[config.mk]
export PLATFORM = sky130hd
export DESIGN_NAME = per_key_report_throttle_core_flat
export DESIGN_NICKNAME = d
export VERILOG_FILES = /design/src/hw/rtl/pkrt_pkg.sv /design/src/hw/rtl/pkrt_in_if.sv /design/src/hw/rtl/pkrt_out_if.sv /design/src/hw/rtl/pkrt_ram.sv /design/src/hw/rtl/per_key_report_throttle_core.sv /design/src/flat_wrapper.sv
export SDC_FILE = /design/constraint.sdc
export NUM_CORES = 2
export LEC_CHECK = 0
export ABC_AREA = 1
export BUFFER_PORTS_ARGS = -buffer_cell sky130_fd_sc_hd__buf_2
export CORE_MARGIN = 5
export CORE_UTILIZATION = 60
export DETAILED_ROUTE_END_ITERATION = 7
export GPL_TIMING_DRIVEN = 1
export PLACE_DENSITY = 0.76
export SLEW_MARGIN = 20
export SYNTH_ARGS = -nofsm -noshare
export SYNTH_HDL_FRONTEND = slang
export SYNTH_SLANG_ARGS = --single-unit
[constraint.sdc]
create_clock -name i_clk -period 7.4 [get_ports i_clk]
set_input_delay 1.48 -clock i_clk [delete_from_list [all_inputs] [get_ports i_clk]]
set_output_delay 1.48 -clock i_clk [all_outputs]
set_load 0.02 [all_outputs]
[src/hw/rtl/pkrt_pkg.sv]
// ----------------------------------------------------------------------------
// pkrt_pkg
// Shared types and constants of the per-key report throttle.
// ----------------------------------------------------------------------------
package pkrt_pkg;

    localparam int TABLE_ENTRIES_DEF = 16;

    localparam int KEY_W      = 24;
    localparam int TIME_W     = 64;
    localparam int SKIP_W     = 32;
    localparam int INTERVAL_W = 32;
    localparam int LEN_W      = 16;
    localparam int BYTE_W     = 8;
    localparam int ENTRY_W    = KEY_W + TIME_W + SKIP_W;

    localparam logic [INTERVAL_W-1:0] INTERVAL_RESET = INTERVAL_W'(1000000);
    localparam logic [SKIP_W-1:0]     SKIP_MAX       = '1;

    typedef enum logic [1:0] {
        ST_IDLE,
        ST_SCAN,
        ST_ALLOC,
        ST_JUDGE
    } t_state;

    typedef struct packed {
        logic [KEY_W-1:0]  key;
        logic [TIME_W-1:0] last_time;
        logic [SKIP_W-1:0] skip_count;
    } t_entry;

endpackage

[src/hw/rtl/pkrt_in_if.sv]
// ----------------------------------------------------------------------------
// pkrt_in_if
// Report event channel: valid/ready handshake with the event fields.
// ----------------------------------------------------------------------------
interface pkrt_in_if;
    logic                              valid;
    logic                              ready;
    logic                              host_connected;
    logic [pkrt_pkg::LEN_W-1:0]        report_length;
    logic [pkrt_pkg::BYTE_W-1:0]       first_byte;
    logic                              has_report_id;
    logic [pkrt_pkg::BYTE_W-1:0]       device_address;
    logic [pkrt_pkg::BYTE_W-1:0]       interface_instance;
    logic [pkrt_pkg::TIME_W-1:0]       now_us;

    modport source (
        output valid, host_connected, report_length, first_byte, has_report_id,
               device_address, interface_instance, now_us,
        input  ready
    );

    modport sink (
        input  valid, host_connected, report_length, first_byte, has_report_id,
               device_address, interface_instance, now_us,
        output ready
    );
endinterface

[src/hw/rtl/pkrt_out_if.sv]
// ----------------------------------------------------------------------------
// pkrt_out_if
// Verdict channel: valid/ready handshake with the throttle decision.
// ----------------------------------------------------------------------------
interface pkrt_out_if;
    logic                          valid;
    logic                          ready;
    logic                          pass;
    logic [pkrt_pkg::SKIP_W-1:0]   skipped_before;
    logic                          tracked;

    modport source (
        output valid, pass, skipped_before, tracked,
        input  ready
    );

    modport sink (
        input  valid, pass, skipped_before, tracked,
        output ready
    );
endinterface

[src/hw/rtl/pkrt_ram.sv]
// ----------------------------------------------------------------------------
// pkrt_ram
// Generic single-write, single-read RAM with registered read data.
// ----------------------------------------------------------------------------
module pkrt_ram #(
    parameter  int WIDTH = 8,
    parameter  int DEPTH = 16,
    localparam int AW    = (DEPTH > 1) ? $clog2(DEPTH) : 1
) (
    input  logic             i_clk,
    input  logic             i_we,
    input  logic [AW-1:0]    i_waddr,
    input  logic [WIDTH-1:0] i_wdata,
    input  logic [AW-1:0]    i_raddr,
    output logic [WIDTH-1:0] o_rdata
);

    logic [WIDTH-1:0] r_mem [DEPTH];
    logic [WIDTH-1:0] r_rdata;

    always_ff @(posedge i_clk) begin
        if (i_we) begin
            r_mem[i_waddr] <= i_wdata;
        end
        r_rdata <= r_mem[i_raddr];
    end

    assign o_rdata = r_rdata;

endmodule

[src/hw/rtl/per_key_report_throttle_core.sv]
// ----------------------------------------------------------------------------
// per_key_report_throttle_core
// Per-key report rate limiter with a sequentially scanned entry table.
// ----------------------------------------------------------------------------
// Each report event is keyed by (device address, interface instance, report
// id) and looked up in a table of TABLE_ENTRIES entries held in one RAM. The
// lookup reads one entry per cycle through the RAM's single read port and
// compares it against the key. For a new key the verdict follows a scan of
// every entry in use and then the ALLOC and JUDGE states, or only the scan
// when the table is full; a hit ends the scan early. A dropped report (host
// not connected or zero length) is answered in the cycle after it is taken.
// One event is handled at a time: the input is not ready until the verdict
// has been taken. A tracked key passes once interval_us microseconds have
// elapsed since its last pass (64-bit wrapping difference); otherwise its
// skip count is raised, saturating, and reported and cleared on the next
// pass. Untracked keys pass once the table is full.
// Write interval_us only while no event is in flight.
// ----------------------------------------------------------------------------
module per_key_report_throttle_core #(
    parameter int TABLE_ENTRIES = pkrt_pkg::TABLE_ENTRIES_DEF
) (
    input  logic                              i_clk,
    input  logic                              i_rst_n,
    input  logic                              i_cfg_we,
    input  logic [pkrt_pkg::INTERVAL_W-1:0]   i_cfg_wdata,
    pkrt_in_if.sink                           i_evt,
    pkrt_out_if.source                        o_rpt
);

    localparam int IDX_W = (TABLE_ENTRIES > 1) ? $clog2(TABLE_ENTRIES) : 1;
    localparam int CNT_W = $clog2(TABLE_ENTRIES + 1);

    pkrt_pkg::t_state r_state, n_state;

    logic [pkrt_pkg::INTERVAL_W-1:0] r_interval;
    logic [CNT_W-1:0]                r_used, n_used;
    logic [CNT_W-1:0]                r_idx, n_idx;
    logic                            r_pend, n_pend;
    logic [IDX_W-1:0]                r_pend_idx, n_pend_idx;
    logic [IDX_W-1:0]                r_slot, n_slot;
    logic [pkrt_pkg::KEY_W-1:0]      r_key, n_key;
    logic [pkrt_pkg::TIME_W-1:0]     r_now, n_now;
    logic [pkrt_pkg::TIME_W-1:0]     r_last, n_last;
    logic [pkrt_pkg::SKIP_W-1:0]     r_skip, n_skip;

    logic                            r_ovalid, n_ovalid;
    logic                            r_opass, n_opass;
    logic [pkrt_pkg::SKIP_W-1:0]     r_oskip, n_oskip;
    logic                            r_otracked, n_otracked;

    logic                            evt_take;
    logic                            evt_drop;
    logic                            issue;
    logic                            hit;
    logic                            room;
    logic                            suppress;
    logic [pkrt_pkg::TIME_W-1:0]     elapsed;
    pkrt_pkg::t_entry                rd_entry;
    pkrt_pkg::t_entry                wr_entry;
    logic [pkrt_pkg::ENTRY_W-1:0]    rdata;
    logic                            ram_we;

    assign i_evt.ready = (r_state == pkrt_pkg::ST_IDLE) && !r_ovalid;
    assign evt_take    = i_evt.valid && i_evt.ready;
    assign evt_drop    = !i_evt.host_connected || (i_evt.report_length == '0);

    assign rd_entry = pkrt_pkg::t_entry'(rdata);
    assign issue    = r_idx < r_used;
    assign hit      = r_pend && (rd_entry.key == r_key);
    assign room     = r_used < CNT_W'(TABLE_ENTRIES);
    assign elapsed  = r_now - r_last;
    assign suppress = elapsed < pkrt_pkg::TIME_W'(r_interval);

    pkrt_ram #(
        .WIDTH (pkrt_pkg::ENTRY_W),
        .DEPTH (TABLE_ENTRIES)
    ) u_table (
        .i_clk   (i_clk),
        .i_we    (ram_we),
        .i_waddr (r_slot),
        .i_wdata (wr_entry),
        .i_raddr (r_idx[IDX_W-1:0]),
        .o_rdata (rdata)
    );

    always_comb begin
        n_state = r_state;
        unique case (r_state)
            pkrt_pkg::ST_IDLE: begin
                if (evt_take && !evt_drop) begin
                    n_state = pkrt_pkg::ST_SCAN;
                end
            end
            pkrt_pkg::ST_SCAN: begin
                if (hit) begin
                    n_state = pkrt_pkg::ST_JUDGE;
                end else if (!issue && !r_pend) begin
                    n_state = room ? pkrt_pkg::ST_ALLOC : pkrt_pkg::ST_IDLE;
                end
            end
            pkrt_pkg::ST_ALLOC: n_state = pkrt_pkg::ST_JUDGE;
            pkrt_pkg::ST_JUDGE: n_state = pkrt_pkg::ST_IDLE;
            default:            n_state = pkrt_pkg::ST_IDLE;
        endcase
    end

    always_comb begin
        n_used     = r_used;
        n_idx      = r_idx;
        n_pend     = r_pend;
        n_pend_idx = r_pend_idx;
        n_slot     = r_slot;
        n_key      = r_key;
        n_now      = r_now;
        n_last     = r_last;
        n_skip     = r_skip;
        n_ovalid   = r_ovalid && !o_rpt.ready;
        n_opass    = r_opass;
        n_oskip    = r_oskip;
        n_otracked = r_otracked;
        ram_we     = 1'b0;
        wr_entry.key        = r_key;
        wr_entry.last_time  = r_now;
        wr_entry.skip_count = '0;
        if (suppress) begin
            wr_entry.last_time  = r_last;
            wr_entry.skip_count = (r_skip == pkrt_pkg::SKIP_MAX) ? r_skip
                                                                 : r_skip + 1'b1;
        end

        unique case (r_state)
            pkrt_pkg::ST_IDLE: begin
                if (evt_take) begin
                    n_key  = {i_evt.device_address, i_evt.interface_instance,
                              i_evt.has_report_id ? i_evt.first_byte
                                                  : pkrt_pkg::BYTE_W'(0)};
                    n_now  = i_evt.now_us;
                    n_idx  = '0;
                    n_pend = 1'b0;
                    if (evt_drop) begin
                        n_ovalid   = 1'b1;
                        n_opass    = 1'b0;
                        n_oskip    = '0;
                        n_otracked = 1'b0;
                    end
                end
            end
            pkrt_pkg::ST_SCAN: begin
                if (hit) begin
                    n_slot = r_pend_idx;
                    n_last = rd_entry.last_time;
                    n_skip = rd_entry.skip_count;
                end else if (!issue && !r_pend) begin
                    if (!room) begin
                        n_ovalid   = 1'b1;
                        n_opass    = 1'b1;
                        n_oskip    = '0;
                        n_otracked = 1'b0;
                    end
                end else begin
                    n_pend     = issue;
                    n_pend_idx = r_idx[IDX_W-1:0];
                    if (issue) begin
                        n_idx = r_idx + CNT_W'(1);
                    end
                end
            end
            pkrt_pkg::ST_ALLOC: begin
                n_slot = r_used[IDX_W-1:0];
                n_used = r_used + CNT_W'(1);
                n_last = '0;
                n_skip = '0;
            end
            pkrt_pkg::ST_JUDGE: begin
                ram_we     = 1'b1;
                n_ovalid   = 1'b1;
                n_opass    = !suppress;
                n_oskip    = suppress ? '0 : r_skip;
                n_otracked = 1'b1;
            end
            default: begin
            end
        endcase
    end

    always_ff @(posedge i_clk) begin
        if (!i_rst_n) begin
            r_state    <= pkrt_pkg::ST_IDLE;
            r_interval <= pkrt_pkg::INTERVAL_RESET;
            r_used     <= '0;
            r_idx      <= '0;
            r_pend     <= 1'b0;
            r_ovalid   <= 1'b0;
        end else begin
            r_state    <= n_state;
            r_used     <= n_used;
            r_idx      <= n_idx;
            r_pend     <= n_pend;
            r_ovalid   <= n_ovalid;
            if (i_cfg_we) begin
                r_interval <= i_cfg_wdata;
            end
        end
    end

    always_ff @(posedge i_clk) begin
        r_pend_idx <= n_pend_idx;
        r_slot     <= n_slot;
        r_key      <= n_key;
        r_now      <= n_now;
        r_last     <= n_last;
        r_skip     <= n_skip;
        r_opass    <= n_opass;
        r_oskip    <= n_oskip;
        r_otracked <= n_otracked;
    end

    assign o_rpt.valid          = r_ovalid;
    assign o_rpt.pass           = r_opass;
    assign o_rpt.skipped_before = r_oskip;
    assign o_rpt.tracked        = r_otracked;

`ifndef SYNTHESIS
    a_one_in_flight: assert property (@(posedge i_clk) disable iff (!i_rst_n)
        (i_evt.valid && i_evt.ready) |=> !i_evt.ready)
        else $error("event accepted while another is in flight");

    a_table_bound: assert property (@(posedge i_clk) disable iff (!i_rst_n)
        r_used <= CNT_W'(TABLE_ENTRIES))
        else $error("entry count beyond table size");

    a_used_monotonic: assert property (@(posedge i_clk) disable iff (!i_rst_n)
        (r_state != pkrt_pkg::ST_ALLOC) |=> (r_used == $past(r_used)))
        else $error("entry count changed outside allocation");

    a_skip_on_pass_only: assert property (@(posedge i_clk) disable iff (!i_rst_n)
        (o_rpt.valid && (!o_rpt.pass || !o_rpt.tracked)) |-> (o_rpt.skipped_before == '0))
        else $error("skip count reported without a tracked pass");
`endif

endmodule
[src/flat_wrapper.sv]
// flat-port wrapper written by rule: the top's interface ports become plain ports
module per_key_report_throttle_core_flat 
#(
    parameter int TABLE_ENTRIES = pkrt_pkg::TABLE_ENTRIES_DEF
)
  (i_clk, i_rst_n, i_cfg_we, i_cfg_wdata, i_evt_valid, i_evt_host_connected, i_evt_report_length, i_evt_first_byte, i_evt_has_report_id, i_evt_device_address, i_evt_interface_instance, i_evt_now_us, i_evt_ready, o_rpt_valid, o_rpt_pass, o_rpt_skipped_before, o_rpt_tracked, o_rpt_ready);
  pkrt_in_if i_evt_i ();
  pkrt_out_if o_rpt_i ();
  input  logic i_clk;
  input  logic i_rst_n;
  input  logic i_cfg_we;
  input  logic [pkrt_pkg::INTERVAL_W-1:0] i_cfg_wdata;
  input wire logic [$bits(i_evt_i.valid)-1:0] i_evt_valid;
  input wire logic [$bits(i_evt_i.host_connected)-1:0] i_evt_host_connected;
  input wire logic [$bits(i_evt_i.report_length)-1:0] i_evt_report_length;
  input wire logic [$bits(i_evt_i.first_byte)-1:0] i_evt_first_byte;
  input wire logic [$bits(i_evt_i.has_report_id)-1:0] i_evt_has_report_id;
  input wire logic [$bits(i_evt_i.device_address)-1:0] i_evt_device_address;
  input wire logic [$bits(i_evt_i.interface_instance)-1:0] i_evt_interface_instance;
  input wire logic [$bits(i_evt_i.now_us)-1:0] i_evt_now_us;
  output wire logic [$bits(i_evt_i.ready)-1:0] i_evt_ready;
  output wire logic [$bits(o_rpt_i.valid)-1:0] o_rpt_valid;
  output wire logic [$bits(o_rpt_i.pass)-1:0] o_rpt_pass;
  output wire logic [$bits(o_rpt_i.skipped_before)-1:0] o_rpt_skipped_before;
  output wire logic [$bits(o_rpt_i.tracked)-1:0] o_rpt_tracked;
  input wire logic [$bits(o_rpt_i.ready)-1:0] o_rpt_ready;
  assign i_evt_i.valid = i_evt_valid;
  assign i_evt_i.host_connected = i_evt_host_connected;
  assign i_evt_i.report_length = i_evt_report_length;
  assign i_evt_i.first_byte = i_evt_first_byte;
  assign i_evt_i.has_report_id = i_evt_has_report_id;
  assign i_evt_i.device_address = i_evt_device_address;
  assign i_evt_i.interface_instance = i_evt_interface_instance;
  assign i_evt_i.now_us = i_evt_now_us;
  assign i_evt_ready = i_evt_i.ready;
  assign o_rpt_valid = o_rpt_i.valid;
  assign o_rpt_pass = o_rpt_i.pass;
  assign o_rpt_skipped_before = o_rpt_i.skipped_before;
  assign o_rpt_tracked = o_rpt_i.tracked;
  assign o_rpt_i.ready = o_rpt_ready;
  per_key_report_throttle_core #(.TABLE_ENTRIES(TABLE_ENTRIES)) u_core (.i_clk(i_clk), .i_rst_n(i_rst_n), .i_cfg_we(i_cfg_we), .i_cfg_wdata(i_cfg_wdata), .i_evt(i_evt_i), .o_rpt(o_rpt_i));
endmodule
==> flow_summary.yaml <==
logic_synthesis:
  ys.flop_type: "edfxtp_1"
  synth_largest_area_cell: "edfxtp_1"
  synth_cell_type_count: 49
  async_reset_ff_share_pct: 0
  yosys-top-cells-area: "edfxtp_1 67%, nor2_1 5.3%, nand2_1 4.2%"
  synth_seq_cells: 2312
  avgSynthCellArea_um2: 12.2
  synth_cells: 7885
  syn_area_um2: 96100
  synth_top_cell_area_share_pct: 67.1
  ys_warn_count: 0
  seq_area_frac_synth_pct: 70.5
  synth-edff-count: 2146
  synth_nets: 8130
detailed_routing:
  viasPerCell: 6.28
  dr.pass1.iters: 6
  drc_errors: 0
  drt_iter0_drc: 8577
  ant_nets: 0
  drt-total-wl_mm: 261
  vias: 64163
  wl_per_cell_um: 25.6
global_route:
  grt_max_degree: 290
  grt_overflow: 0
  grt_usage_pct: 30.4
  grt_pass1_wl_mm: 387
  antenna_found_initial: 7
  grt_pass1_vias: 62062
cts:
  cts_tree: "built"
  path_clk_slew_ps: 60
  ctsRootBufferMaster: "clkbuf_16"
  cts_buffer_depth: 3
  h-tree-depth: 4
  postCtsSetupBuffers: 0
  postCtsHoldBufs: 0
  cts_buffers: 219
  ctsResizeCount: 0
  cts.sinks: 2312
  clk-insertion-delay-late_ps: 850
floorplanning:
  die_w_um: 410
  die_y_um: 410
  ios: 179
  row_count: 146
  coreArea_um2: 159000
  die_area_um2: 168000
  start_util_pct: 60.5
run_status:
  status: "finished, final reports clean"
sta:
  setup_viol: 0
  period_needed_ps: 5860
  rsz0062_at_grt: "no"
  period_share_pct: 79.2
  hold_viol: 0
  slew_violations: 0
  fmax_ghz: 0.171
  worst_pin_slew_ps: 1170
  whs_ps: 486
  fin_worst_skew_ps: 61.3
  finalSetupTns_ps: 0
  maxSlewHeadroom_pct: 21.9
  worst_slack_ps: 1540
placed_design:
  hpwl_mm: 143
  place_inst: 9795
  post-place-ws_ps: 1720
  gp_congestion: 1.02
  io_buffer_count: 178
critical_path:
  reg2reg_slack_ps: 1540
  crit_type: "register to register"
  worst_setup_path_start_kind: "register"
  cp.arrival_ps: 6370
  crit_path_max_fanout: 22
  crit_required_ps: 7910
  end_kind: "register"
layout:
  nFillCells: 11086
  regArea_um2: 67800
  multi_input_area_um2: 24300
  drive_above_1_share_pct: 9.11
  syn_to_final_growth_pct: 10.4
  final_cells: 10215
  nets: 8193
power:
  p_per_area_nw_per_um2: 358
  p_total_uw: 38000
  total_leakage_power_uw: 0.0364
  irDropWorstVdd_mv: 0.442
min_path:
  hp-class: "register to register"
flow_run:
  maxCapViolations: 0
## synthesized netlist by cell type, types with 6 or more instances
cell type     n
a21oi_1     114
nor2_2       49
clkbuf_1    359
nand3b_1     17
nor3_1       31
o32ai_1     284
clkbuf_8      7
nor3_2        8
inv_2        22
dfxtp_1     166
buf_1        14
nor2_4        6
buf_6        14
o21bai_1      7
nand2_2      35
mux2i_1     196
buf_12        7
nor2_1     1368
buf_2        14
ha_1        101
nand3_1     260
xor2_1       68
o211ai_1     46
inv_1       568
nand4_1      92
and2_1       10
edfxtp_1   2146
nor4_1       15
o221ai_1    197
nand2_1    1079
o21ai_0     545
## cells by family (layout without fill, tap and decap cells)
| logic type | Yosys count | after routing | share of synthesized area [%] |
|---|---|---|---|
| and+or+nand+nor | 2979 | 2979 | 12.8 |
| DFF | 2312 | 2312 | 70.5 |
| AOI/OAI and AO/OA | 1208 | 1208 | 8.35 |
| buffers and inverters | 1015 | 1271 | 4.30 |
| muxes | 196 | 196 | 2.04 |
| adders and majority gates | 102 | 102 | 1.34 |
| xor gates and xnor gates | 73 | 73 | 0.665 |
| other | 0 | 2 | 0 |
## area by class of cell
class / instances / area share, %
Sequential cell: 2312 / 63.9
Multi-Input combinational cell: 4558 / 22.9
Timing Repair Buffer: 262 / 1.70
Tap cell: 2072 / 2.45
Inverter: 595 / 2.13
Clock buffer: 317 / 5.83
Antenna cell: 2 / 0.00472
Clock inverter: 97 / 1.04
## critical path, stage by stage (launching register included)
cell and delay, ps:
edfxtp_1 470, ha_1 490, nand2_1 150, nor2_1 220, and2_1 250, nand3_1 130, nand3_1 310, xor2_1 370
ha_1 320, a21oi_1 190, o211ai_1 110, nand2_1 100, and2_1 210, nand2_1 80, nor2_1 100, nand2_1 50
nor2_1 110, nand2_1 60, nor3_1 240, nand2_2 390, buf_4 430, nor2_1 700
## state kept, by name (all words and copies together), names as in the netlist, 24 cells and up, named ones only
signal / cells
u_core.u_table.r_mem: 1920
u_core.r_key: 24
u_core.r_last: 64
u_core.r_now: 64
u_core.r_skip: 32
u_core.o_rpt.skipped_before: 32
u_core.r_interval: 32
u_core.u_table.o_rdata: 120
## layer usage
layer	GRT usage, %	share of wire (%)
met1	43.3	39
met2	48.0	47
met3	5.76	11
met4	10.4	3.5
met5	0	0.011
## final timing paths
path,end,cells after the start,startpoint
hold reg to reg,u_core.r_interval[4],2,u_core.r_interval[4]
setup / recovery,u_core.u_table.r_mem[1][0],21,u_core.r_now[14]
setup reg to reg,u_core.u_table.r_mem[1][0],21,u_core.r_now[14]
hold / removal,u_core.r_interval[4],2,u_core.r_interval[4]
## where the power goes
group | switching [µW] | internal (µW)
registers | 703 | 15800
logic | 7310 | 2980
clock network | 4840 | 6380
## cell usage in the layout, fill, tap and decap left out, types with 16 or more instances in the layout
cell type and n:
a21oi_1 114, buf_12 16, buf_2 178, buf_4 63
bufinv_16 16, clkbuf_1 65, clkbuf_16 219, clkbuf_8 33
clkinv_1 31, clkinv_2 33, dfxtp_1 163, edfxtp_1 2146
ha_1 101, inv_1 563, inv_2 21, mux2i_1 196
nand2_1 1076, nand2_2 37, nand3_1 260, nand3b_1 17
nand4_1 92, nor2_1 1351, nor2_2 49, nor2_4 23
nor3_1 31, o211ai_1 46, o21ai_0 545, o221ai_1 197
o32ai_1 284, xor2_1 68
## per-stage QoR
step | util (%) | area [µm²]
after floorplan | - | 96100
after global placement | 62.1 | 98600
after detailed placement | 62.1 | 98600
after CTS | 66.7 | 106000
after global routing | 66.8 | 106000
final | 66.8 | 106000
Note: power is estimated with default switching activity, not from simulation.
